$ cat config.mk
export PLATFORM = sky130hd
export DESIGN_NAME = selective_repeat_receive_window_core
export DESIGN_NICKNAME = d
export VERILOG_FILES = /design/src/hw/rtl/srw_pkg.sv /design/src/hw/rtl/selective_repeat_receive_window_core.sv /design/src/hw/rtl/srw_front.sv /design/src/hw/rtl/srw_queue.sv /design/src/hw/rtl/srw_back.sv
export SDC_FILE = /design/constraint.sdc
export NUM_CORES = 1
export LEC_CHECK = 0
export BUFFER_PORTS_ARGS = -buffer_cell sky130_fd_sc_hd__buf_2
export CAP_MARGIN = 20
export CELL_PAD_IN_SITES_DETAIL_PLACEMENT = 0
export CELL_PAD_IN_SITES_GLOBAL_PLACEMENT = 1
export CORE_MARGIN = 2
export CORE_UTILIZATION = 40
export CTS_BUF_LIST = sky130_fd_sc_hd__clkbuf_8
export CTS_CLUSTER_SIZE = 14
export DETAILED_ROUTE_END_ITERATION = 12
export GPL_TIMING_DRIVEN = 0
export MAX_ROUTING_LAYER = met4
export PLACE_DENSITY = 0.62
export RECOVER_POWER = 50
export SETUP_SLACK_MARGIN = 0.05
export SKIP_LAST_GASP = 1
export SYNTH_ARGS = -nofsm -noshare
export SYNTH_HDL_FRONTEND = slang
export SYNTH_SLANG_ARGS = --single-unit
$ cat constraint.sdc
create_clock -name clk -period 15.9 [get_ports clk]
set_clock_uncertainty 0.15 [all_clocks]
set_input_delay 0.795 -clock clk [delete_from_list [all_inputs] [get_ports clk]]
set_output_delay 0.795 -clock clk [all_outputs]
set_load 0.02 [all_outputs]
$ cat src/hw/rtl/srw_pkg.sv
package srw_pkg;

  localparam int SEQ_BITS = 8;
  localparam int LEN_BITS = 10;
  localparam int TAG_BITS = 16;
  localparam int TS_BITS = 32;
  localparam int WIN_BITS = 5;

  localparam logic [WIN_BITS-1:0] RESET_WINDOW = 5'd3;
  // one reply carries at most 32 results, the ack included
  localparam logic [4:0] DELIVER_LIMIT = 5'd31;

  localparam int QPTR_BITS = 1;
  localparam int QDEPTH = 1 << QPTR_BITS;

  typedef enum logic [1:0] {
    KIND_DELIVER = 2'd0,
    KIND_ACK     = 2'd1,
    KIND_NACK    = 2'd2,
    KIND_END     = 2'd3
  } kind_t;

  typedef enum logic [1:0] {
    OP_NACK,
    OP_END,
    OP_DATA
  } op_t;

  typedef struct packed {
    op_t                 op;
    logic [SEQ_BITS-1:0] seq;
    logic [LEN_BITS-1:0] len;
    logic [TAG_BITS-1:0] tag;
    logic [TS_BITS-1:0]  ts;
  } cmd_t;

  typedef struct packed {
    logic valid;
    cmd_t cmd;
  } q_push_t;

  typedef struct packed {
    logic full;
    logic empty;
  } q_status_t;

endpackage

$ cat src/hw/rtl/selective_repeat_receive_window_core.sv
// Selective-repeat receive window. Each input beat is one decoded data packet.
// A truncated packet returns one nack, a zero-length one an end-of-transfer
// marker; any other packet is placed in the reorder store if it falls inside
// the window, then up to 31 in-order stored packets are delivered, followed by a
// cumulative ack (last set on the final beat of each reply). Packets pass
// through a two-entry queue into an executor that owns the store. Each
// delivery first reads the head slot of the store memory through a registered
// read (state S_READ), then loads the beat (state S_DRAIN). The store needs no
// clearing after reset: full flags are flip-flops that reset clears.
// window_size is to be written only while the block is idle; the block itself
// does not enforce it. A value of 0 acts as 1 and values above MAX_WINDOW are
// capped.
module selective_repeat_receive_window_core import srw_pkg::*; #(
  parameter int MAX_WINDOW = 32
) (
  input  logic                clk,
  input  logic                rst,
  input  logic                cfg_wr_en,
  input  logic [WIN_BITS-1:0] cfg_wr_data,
  input  logic                in_valid,
  output logic                in_stall,
  input  logic [SEQ_BITS-1:0] seq_num,
  input  logic [LEN_BITS-1:0] payload_len,
  input  logic                truncated,
  input  logic [TAG_BITS-1:0] payload_tag,
  input  logic [TS_BITS-1:0]  timestamp,
  output logic                out_valid,
  input  logic                out_stall,
  output logic [1:0]          kind,
  output logic [TAG_BITS-1:0] out_tag,
  output logic [LEN_BITS-1:0] out_len,
  output logic [SEQ_BITS-1:0] ack_seq,
  output logic [TS_BITS-1:0]  echo_time,
  output logic [WIN_BITS-1:0] advertised_window,
  output logic                last
);

  logic [WIN_BITS-1:0] window_size;
  q_push_t             push;
  q_status_t           q_status;
  cmd_t                q_cmd;
  logic                q_pop;

  always_ff @(posedge clk) begin
    if (rst) begin
      window_size <= RESET_WINDOW;
    end else if (cfg_wr_en) begin
      window_size <= cfg_wr_data;
    end
  end

  srw_front u_front (
    .in_valid    (in_valid),
    .in_stall    (in_stall),
    .seq_num     (seq_num),
    .payload_len (payload_len),
    .truncated   (truncated),
    .payload_tag (payload_tag),
    .timestamp   (timestamp),
    .q_status    (q_status),
    .push        (push)
  );

  srw_queue u_queue (
    .clk      (clk),
    .rst      (rst),
    .push     (push),
    .pop      (q_pop),
    .status   (q_status),
    .head_cmd (q_cmd)
  );

  srw_back #(
    .MAX_WINDOW (MAX_WINDOW)
  ) u_back (
    .clk               (clk),
    .rst               (rst),
    .window_size       (window_size),
    .q_status          (q_status),
    .q_cmd             (q_cmd),
    .q_pop             (q_pop),
    .out_valid         (out_valid),
    .out_stall         (out_stall),
    .kind              (kind),
    .out_tag           (out_tag),
    .out_len           (out_len),
    .ack_seq           (ack_seq),
    .echo_time         (echo_time),
    .advertised_window (advertised_window),
    .last              (last)
  );

endmodule

$ cat src/hw/rtl/srw_front.sv
module srw_front import srw_pkg::*; (
  input  logic                in_valid,
  output logic                in_stall,
  input  logic [SEQ_BITS-1:0] seq_num,
  input  logic [LEN_BITS-1:0] payload_len,
  input  logic                truncated,
  input  logic [TAG_BITS-1:0] payload_tag,
  input  logic [TS_BITS-1:0]  timestamp,
  input  q_status_t           q_status,
  output q_push_t             push
);

  op_t op;

  // truncation wins over the end-of-transfer marker
  always_comb begin
    if (truncated) begin
      op = OP_NACK;
    end else if (payload_len == '0) begin
      op = OP_END;
    end else begin
      op = OP_DATA;
    end
  end

  assign in_stall = q_status.full;

  always_comb begin
    push.valid   = in_valid && !q_status.full;
    push.cmd.op  = op;
    push.cmd.seq = seq_num;
    push.cmd.len = payload_len;
    push.cmd.tag = payload_tag;
    push.cmd.ts  = timestamp;
  end

endmodule

$ cat src/hw/rtl/srw_queue.sv
module srw_queue import srw_pkg::*; (
  input  logic      clk,
  input  logic      rst,
  input  q_push_t   push,
  input  logic      pop,
  output q_status_t status,
  output cmd_t      head_cmd
);

  cmd_t                 entries [QDEPTH];
  logic [QPTR_BITS-1:0] wr_ptr;
  logic [QPTR_BITS-1:0] rd_ptr;
  logic [QPTR_BITS:0]   count;
  logic                 do_push;
  logic                 do_pop;

  assign status.full  = (count == (QPTR_BITS+1)'(QDEPTH));
  assign status.empty = (count == '0);
  assign head_cmd     = entries[rd_ptr];

  assign do_push = push.valid && !status.full;
  assign do_pop  = pop && !status.empty;

  always_ff @(posedge clk) begin
    if (rst) begin
      wr_ptr <= '0;
      rd_ptr <= '0;
      count  <= '0;
    end else begin
      if (do_push) begin
        wr_ptr <= wr_ptr + 1'b1;
      end
      if (do_pop) begin
        rd_ptr <= rd_ptr + 1'b1;
      end
      unique case ({do_push, do_pop})
        2'b10:   count <= count + 1'b1;
        2'b01:   count <= count - 1'b1;
        default: count <= count;
      endcase
    end
  end

  always_ff @(posedge clk) begin
    if (do_push) begin
      entries[wr_ptr] <= push.cmd;
    end
  end

endmodule

$ cat src/hw/rtl/srw_back.sv
module srw_back import srw_pkg::*; #(
  parameter int MAX_WINDOW = 32
) (
  input  logic                clk,
  input  logic                rst,
  input  logic [WIN_BITS-1:0] window_size,
  input  q_status_t           q_status,
  input  cmd_t                q_cmd,
  output logic                q_pop,
  output logic                out_valid,
  input  logic                out_stall,
  output logic [1:0]          kind,
  output logic [TAG_BITS-1:0] out_tag,
  output logic [LEN_BITS-1:0] out_len,
  output logic [SEQ_BITS-1:0] ack_seq,
  output logic [TS_BITS-1:0]  echo_time,
  output logic [WIN_BITS-1:0] advertised_window,
  output logic                last
);

  localparam int SW = $clog2(MAX_WINDOW);
  localparam logic [WIN_BITS-1:0] WIN_CAP =
    (MAX_WINDOW < 31) ? WIN_BITS'(MAX_WINDOW) : 5'd31;
  localparam logic [8:0] STORE_DEPTH = 9'(MAX_WINDOW);
  localparam logic [SW-1:0] LAST_SLOT = SW'(MAX_WINDOW - 1);

  typedef enum logic [1:0] {
    S_IDLE,
    S_EXEC,
    S_READ,
    S_DRAIN
  } state_t;

  state_t                state;
  cmd_t                  cur;
  logic [SEQ_BITS-1:0]   exp_seq;
  logic [SW-1:0]         head;
  logic [MAX_WINDOW-1:0] full;
  logic [4:0]            cnt;

  logic [LEN_BITS-1:0]   mem_len [MAX_WINDOW];
  logic [TAG_BITS-1:0]   mem_tag [MAX_WINDOW];
  logic [LEN_BITS-1:0]   rd_len;
  logic [TAG_BITS-1:0]   rd_tag;

  logic [WIN_BITS-1:0]   win_floor;
  logic [WIN_BITS-1:0]   win_eff;
  logic [SEQ_BITS-1:0]   off;
  logic                  in_win;
  logic [8:0]            slot_sum;
  logic [8:0]            slot_wrap;
  logic [SW-1:0]         slot;
  logic [SW-1:0]         head_next;
  logic                  out_free;
  logic                  mem_we;
  logic                  beat_load;

  assign win_floor = (window_size == '0) ? WIN_BITS'(1) : window_size;
  assign win_eff   = (win_floor > WIN_CAP) ? WIN_CAP : win_floor;

  // modular offset from the next expected number
  assign off    = cur.seq - exp_seq;
  assign in_win = (off < SEQ_BITS'(win_eff));

  // head + off stays below twice the store depth inside the window
  assign slot_sum  = 9'(head) + 9'(off);
  assign slot_wrap = (slot_sum >= STORE_DEPTH) ? slot_sum - STORE_DEPTH : slot_sum;
  assign slot      = slot_wrap[SW-1:0];
  assign head_next = (head == LAST_SLOT) ? '0 : head + 1'b1;

  assign out_free = !out_valid || !out_stall;
  assign q_pop    = (state == S_IDLE) && !q_status.empty;
  assign mem_we   = (state == S_EXEC) && (cur.op == OP_DATA) && in_win;

  // a new beat is loaded into the output register this cycle
  assign beat_load = out_free &&
    (((state == S_EXEC) && (cur.op == OP_NACK || cur.op == OP_END)) || (state == S_DRAIN));

  always_ff @(posedge clk) begin
    if (mem_we) begin
      mem_len[slot] <= cur.len;
      mem_tag[slot] <= cur.tag;
    end
    rd_len <= mem_len[head];
    rd_tag <= mem_tag[head];
  end

  always_ff @(posedge clk) begin
    if (rst) begin
      state     <= S_IDLE;
      exp_seq   <= '0;
      head      <= '0;
      full      <= '0;
      cnt       <= '0;
      out_valid <= 1'b0;
    end else begin
      out_valid <= beat_load || (out_valid && out_stall);
      unique case (state)
        S_IDLE: begin
          if (!q_status.empty) begin
            cur   <= q_cmd;
            state <= S_EXEC;
          end
        end
        S_EXEC: begin
          unique case (cur.op)
            OP_NACK: begin
              if (out_free) begin
                kind              <= KIND_NACK;
                out_tag           <= '0;
                out_len           <= '0;
                ack_seq           <= cur.seq;
                echo_time         <= cur.ts;
                advertised_window <= win_eff;
                last              <= 1'b1;
                state             <= S_IDLE;
              end
            end
            OP_END: begin
              if (out_free) begin
                kind              <= KIND_END;
                out_tag           <= '0;
                out_len           <= '0;
                ack_seq           <= exp_seq;
                echo_time         <= cur.ts;
                advertised_window <= win_eff;
                last              <= 1'b1;
                state             <= S_IDLE;
              end
            end
            OP_DATA: begin
              if (in_win) begin
                full[slot] <= 1'b1;
              end
              cnt   <= '0;
              state <= S_READ;
            end
            default: state <= S_IDLE;
          endcase
        end
        // head slot data lands in rd_len / rd_tag
        S_READ: state <= S_DRAIN;
        S_DRAIN: begin
          if (out_free) begin
            echo_time         <= cur.ts;
            advertised_window <= win_eff;
            if (full[head] && cnt != DELIVER_LIMIT) begin
              kind       <= KIND_DELIVER;
              out_tag    <= rd_tag;
              out_len    <= rd_len;
              ack_seq    <= exp_seq;
              last       <= 1'b0;
              full[head] <= 1'b0;
              head       <= head_next;
              exp_seq    <= exp_seq + 1'b1;
              cnt        <= cnt + 1'b1;
              state      <= S_READ;
            end else begin
              kind    <= KIND_ACK;
              out_tag <= '0;
              out_len <= '0;
              ack_seq <= exp_seq;
              last    <= 1'b1;
              state   <= S_IDLE;
            end
          end
        end
        default: state <= S_IDLE;
      endcase
    end
  end

endmodule

# After elaboration in Yosys (flattened, before gate mapping)
# Memories as Yosys holds them, arrays and structs flattened. A register that Yosys moved wholly into a read port is not among the register bits.
# Cells that the tools add are included.
[word_totals]
regBits = 136
mem_bits_rw = 968
inputBits = 77
output_inout_bits = 76
elab_cells = 163
memories = 3
[classes]
n_addsub = 10
magnitude_cmp = 7
eq_ne = 21
mux = 63
n_bitwise = 5
n_reduce_logical = 37
[memory_table]
columns = ["name", "depth", "word_bits", "read_ports", "rd_ports_with_merged_regs", "wr", "line", "text"]
rows = [
  ["u_back.mem_tag", 32, 16, 1, 1, 1, "srw_back.sv:42", "logic [TAG_BITS-1:0] mem_tag [MAX_WINDOW];"],
  ["u_back.mem_len", 32, 10, 1, 1, 1, "srw_back.sv:41", "logic [LEN_BITS-1:0] mem_len [MAX_WINDOW];"],
  ["u_queue.entries", 2, 68, 1, 1, 1, "srw_queue.sv:10", "cmd_t entries [QDEPTH];"],
]
[ops]
columns = ["operator", "n"]
rows = [
  ["32-bit two-way mux", 6],
  ["32-bit one-hot mux with 2 select lines", 2],
  ["16-bit two-way mux", 4],
  ["5-bit two-way mux", 9],
  ["10-bit two-way mux", 4],
  ["32-bit bitwise AND", 1],
  ["32-bit inverter", 1],
  ["32-bit bitwise OR", 1],
  ["16-bit one-hot mux with 2 select lines", 1],
  ["8-bit one-hot mux with 2 select lines", 2],
  ["10-bit one-hot mux with 2 select lines", 1],
  ["5-bit one-hot mux with 2 select lines", 2],
  ["2-bit two-way mux", 9],
  ["8-bit two-way mux", 2],
  ["2-bit one-hot mux with 2 select lines", 4],
  ["1-bit logical AND", 12],
  ["5-bit by 6-bit < comparator with 1-bit output (second input constant)", 2],
  ["1-bit two-way mux", 12],
  ["3-bit AND reduction", 4],
  ["5-bit by 1-bit adder with 5-bit output (second input constant)", 2],
  ["1-bit demux with 5-bit select", 2],
  ["2-bit == test (second input constant)", 5],
  ["5-bit by 1-bit greater-or-equal comparator with 1-bit output (second input constant)", 2],
  ["10-bit zero test", 1],
  ["30 further kinds", 52],
]

# Depth between registers and ports, before layout
[depth]
word_depth = 12
ltp_mapped = 15

# By module
# From an unflattened synthesis, not the netlist that was laid out.
[hier_totals]
cells_unflattened = 2249
hier_area_um2 = 45393.5
[modules_own_cells]
columns = ["mod", "instances", "cells_each", "area_each_um2", "seq_area_each_um2"]
rows = [
  ["srw_back", 1, 1921, 39535.4, 30829.6],
  ["srw_queue", 1, 238, 5126.2, 4184.0],
  ["srw_front", 1, 74, 553.0, 0.0],
  ["selective_repeat_receive_window_core", 1, 16, 178.9, 100.1],
]

# Worst setup path after synthesis
# No wires, ideal clock.
[synth_timing]
kind = "input port to flip-flop"
from = "input port rst"
to = "register u_back.cur[0] in the netlist's numbering (enable)"
setup_time_ps = 662
arrival_ps = 7479
required_ps = 15088
path_slack_ps = 7609
stages = 2
n_path_buf = 1
cell_sequence = "clkbuf_1 nor4_1"
[synth_via]
elab_chain_len = 2
[synth_rtl]
columns = ["item", "line", "text"]
rows = [
  ["from (decl)", "selective_repeat_receive_window_core.sv:17", "input logic rst,"],
  ["1-bit inverter (no line)", "n/a", ""],
  ["3-bit AND reduction (no line)", "n/a", ""],
  ["to (signal assigned)", "srw_back.sv:101", "cur <= q_cmd;"],
  ["to (decl)", "srw_back.sv:35", "cmd_t cur;"],
]
# No other way between the ends.
# A chain may end at the register's enable or synchronous reset.

# Final worst setup path
[layout_timing]
from = "register u_back.head[1]"
to = "memory u_back.mem_tag[9][3] (enable)"
[layout_via]
elab_chain_len = 3
[layout_rtl]
columns = ["item", "line", "text"]
rows = [
  ["from (decl)", "srw_back.sv:37", "logic [SW-1:0] head;"],
  ["from (signal assigned)", "srw_back.sv:154", "head <= head_next;"],
  ["5-bit by 8-bit adder with 9-bit output (*)", "srw_back.sv:66", "assign slot_sum = 9'(head) + 9'(off);"],
  ["9-bit by 6-bit greater-or-equal comparator with 1-bit output / 5-bit by 1-bit subtractor with 5-bit output (equally long branches)", "srw_back.sv:67", "assign slot_wrap = (slot_sum >= STORE_DEPTH) ? slot_sum - STORE_DEPTH : slot_sum;"],
  ["5-bit two-way mux (*)", "srw_back.sv:67", ""],
  ["to (decl)", "srw_back.sv:42", ""],
]
# Mark *: on every way between the ends. The rest lies on a longest branch, timed or not.

==> reports/summary.txt <==
sequential power share: 0.559
syn avg cell area: 20.5 sq um
# setup viols final: 0
Syn Nets: 2,300
cell area after layout: 0.0544 sq mm
global route overflow: 0
count of different cell masters after synthesis: 53
Core Region: 0.112 sq mm
R2R Path Start: u_back.head[1]$_SDFFE_PP0P_
number of enable flip-flop cells after synthesis: 1,110
fin crit share: 0.430
initial antenna violation count: 3
die height: 340 microns
Setup crit start kind: register
H-Tree Depth: 4
die width: 340 microns
worst min-delay path class: input pin to register
unrepaired setup endpoints after global routing: no
Power Dens Cells: 127 mW/mm^2
placed inst area: 0.0501 sq mm
drt wl/cell: 28.0 microns
Final min period: 6840 ps
Reg area: 0.0351 sq mm
most frequent cells after synthesis: edfxtp_1, mux4_2, a22oi_1
Setup CP Type: register to register
post-synthesis sequential area ratio: 0.779
Layout Area Growth over Synthesis: 20.7%
met3 wire length: 9410 microns
hold path cells: 2
top sig layer: met4
FF-to-FF End: u_back.mem_tag[9][3]$_DFFE_PP_
Nets: 2,946
Fin. Hold Viols: 0
Net Sw Frac: 0.246
top-count cell post-synth: edfxtp_1
hold worst-path end: u_queue.entries[1][67]$_DFFE_PP_
top cell type's share of synthesized area: 0.740
CP Capture Type: register
share of layout cells above drive strength 1: 0.300
footprint of the multi-input gates: 0.00957 sq mm
CTS Buffer Depth: 3
aggregate routed wire length: 126,000 microns
CTS root buffer: clkbuf_8
FF-to-FF setup slack: 9060 ps
largest net degree at the start of global routing: 48
gpl congestion: 0.841
FF-to-FF path depth: 15
Worst slew margin: -1.04
Synth warnings: 0
vias in the first global route: 25,500
Buffers on Ports: 151
critical path required time: 16,310 ps
Pleak: 17.7 nW
hold_sp: truncated
initial drt markers: 2,797
status: finished, violations left
DR pass1 iterations: 5
critical path peak fanout: 10
DRC Markers: 0
failing checks: max-capacitance violations, max-slew violations
Internal Pwr Total: 0.00522 W
Max Fclk: 146 MHz
Clock transition at path regs: 70 ps
asr flop ratio synth: 0
Slew @ Worst Pin: 3060 ps
Clock Power Share: 0.371
largest area contributor in the netlist: edfxtp_1
CTS Buf Count: 191
Psw: 0.00170 W
vias per std cell: 5.53
vias: 24,900
Initial Util: 0.402
critical path arrival: 7250 ps
Total GRT Usage: 0.224
Logic pwr share: 0.070
io pins: 153
top post-synthesis cells by area: edfxtp_1, mux4_2, dfxtp_1, a22oi_1, mux2_2
top_reg_cell synth: edfxtp_1
TritonCTS clock tree: built
Clk Latency, worst-skew pair: 890 ps
Max Cap Violations: 5
number of synthesized register bits: 1,198
TNS Setup: 0 ps
Worst VDD drop: 0.0654 mV
Detail Route Antenna Nets: 0
first-pass GRT wire length: 179,000 microns
synthesized area: 0.0451 sq mm
max-slew violation count: 128
Rows: 123
dpl hpwl: 90,100 microns
FILL cells: 9,392
clk sinks: 1,198
Routed met1 length: 50,700 microns
Detail Route met2 WL: 63,000 microns
full die area: 0.115 sq mm
cells after synthesis: 2,197
## flip-flops by register name, indices dropped and copies added (netlist names), 5 cells and up
name / cells
u_back.head: 5
u_back.cnt: 5
u_back.out_tag: 16
u_back.cur: 68
u_back.mem_tag: 512
u_queue.entries: 136
u_back.rd_tag: 16
u_back.out_len: 10
u_back.advertised_window: 5
u_back.exp_seq: 8
window_size: 5
u_back.mem_len: 320
u_back.ack_seq: 8
u_back.full: 32
u_back.echo_time: 32
u_back.rd_len: 10
## worst max-delay path, stage by stage (launching register included)
cell and delay (ps):
dfxtp_1 430, buf_4 270, buf_2 390, clkbuf_1 450
clkbuf_1 930, inv_1 320, fa_1 530, nand2b_1 170
a21oi_1 150, xor2_1 240, xnor2_2 200, nand3_1 510
nor4_2 1040, buf_4 330, buf_4 170, buf_4 170
## area by class of cell
cell class              count  area share
inverters                  23     0.00159
clock inverters           149      0.0175
repair buffers            453      0.0651
well taps                1500      0.0345
clock buffers             201      0.0509
flip-flops and latches   1198       0.645
plain buffers             130     0.00929
diodes                      1   0.0000460
multi-input cells         846       0.176
## metal layers
layer	vias up	track usage
met5	-	-
met4	0	0.0646
met3	216	0.0406
met2	1106	0.365
met1	13100	0.289
li1	10500	-
## cell families (layout without fill, tap and decap cells)
logic type	count (synthesis)	count (layout)	synth area share
AND/OR/NAND/NOR	268	268	0.0317
flip-flops	1198	1198	0.779
AO/OA/AOI/OAI	224	224	0.0365
adder cells (fa/ha/maj)	26	26	0.00755
other	0	1	0
multiplexers	304	304	0.127
XOR/XNOR	24	24	0.00500
buffers and inverters	153	956	0.0131
## cells in the final DEF, fill, tap and decap left out, types with 6 or more instances in the layout
cell / instances
nand3_1: 15
xor2_1: 7
dlygate4sd3_1: 71
edfxtp_1: 1110
a21oi_1: 35
or3_1: 8
clkbuf_2: 6
ha_1: 24
mux2_2: 67
buf_1: 21
a22oi_1: 106
buf_8: 31
o41ai_1: 6
mux4_2: 208
clkbuf_1: 155
mux2i_1: 27
xnor2_1: 15
nand4_1: 29
and3_1: 32
o21a_1: 7
nor4_2: 32
nor2_1: 42
buf_2: 105
bufinv_16: 10
buf_4: 165
inv_1: 80
a31oi_1: 19
nor4_1: 9
o22ai_1: 9
nor3_1: 9
dfxtp_1: 88
nand2_1: 58
clkinv_1: 45
o41a_1: 20
buf_6: 22
clkbuf_8: 201
clkinv_2: 22
## per-stage QoR
stage | hold WS (ps) | instances | utilization | setup WS, ps | total power (W)
final | 101 | 4501 | 0.486 | 9060 | 0.00692
after global routing | 59.2 | 4501 | 0.486 | 8910 | 0.00717
after CTS | 22.9 | 4496 | 0.487 | 9070 | 0.00699
after detailed placement | 255 | 4075 | 0.447 | 9230 | 0.00442
after global placement | 252 | 3848 | 0.426 | 11.8 | 0.00437
after floorplan | 250 | 2197 | - | 7610 | 0.00416
## repair_timing
action,CTS,global route
hold endpoints to repair,137,0
buffers inserted,0,0
hold buffers,71,0
gates resized for setup,0,0
## worst max path at each step
stage / end / startpoint / cells past startpoint / slack, ps
2_1_floorplan: u_back.cur[0]$_DFFE_PP_ / rst / 2 / 7610
3_3_place_gp: u_back.cur[40]$_DFFE_PP_ / rst / 3 / 10
3_5_place_dp: u_back.mem_tag[19][0]$_DFFE_PP_ / u_back.head[1]$_SDFFE_PP0P_ / 16 / 9230
4_1_cts: u_back.mem_tag[19][1]$_DFFE_PP_ / u_back.head[1]$_SDFFE_PP0P_ / 16 / 9070
5_1_grt: u_back.mem_tag[9][3]$_DFFE_PP_ / u_back.head[1]$_SDFFE_PP0P_ / 15 / 8910
6_report: u_back.mem_tag[9][3]$_DFFE_PP_ / u_back.head[1]$_SDFFE_PP0P_ / 15 / 9060
## power groups by stage
stage	Sequential (W)	Clock [W]	Combinational, W
2_1_floorplan	0.00390	0	0.000260
3_3_place_gp	0.00395	0	0.000423
3_5_place_dp	0.00393	0	0.000490
4_1_cts	0.00386	0.00262	0.000509
5_1_grt	0.00389	0.00276	0.000528
6_report	0.00387	0.00257	0.000485
No activity file was read; power rests on OpenSTA's default activity.
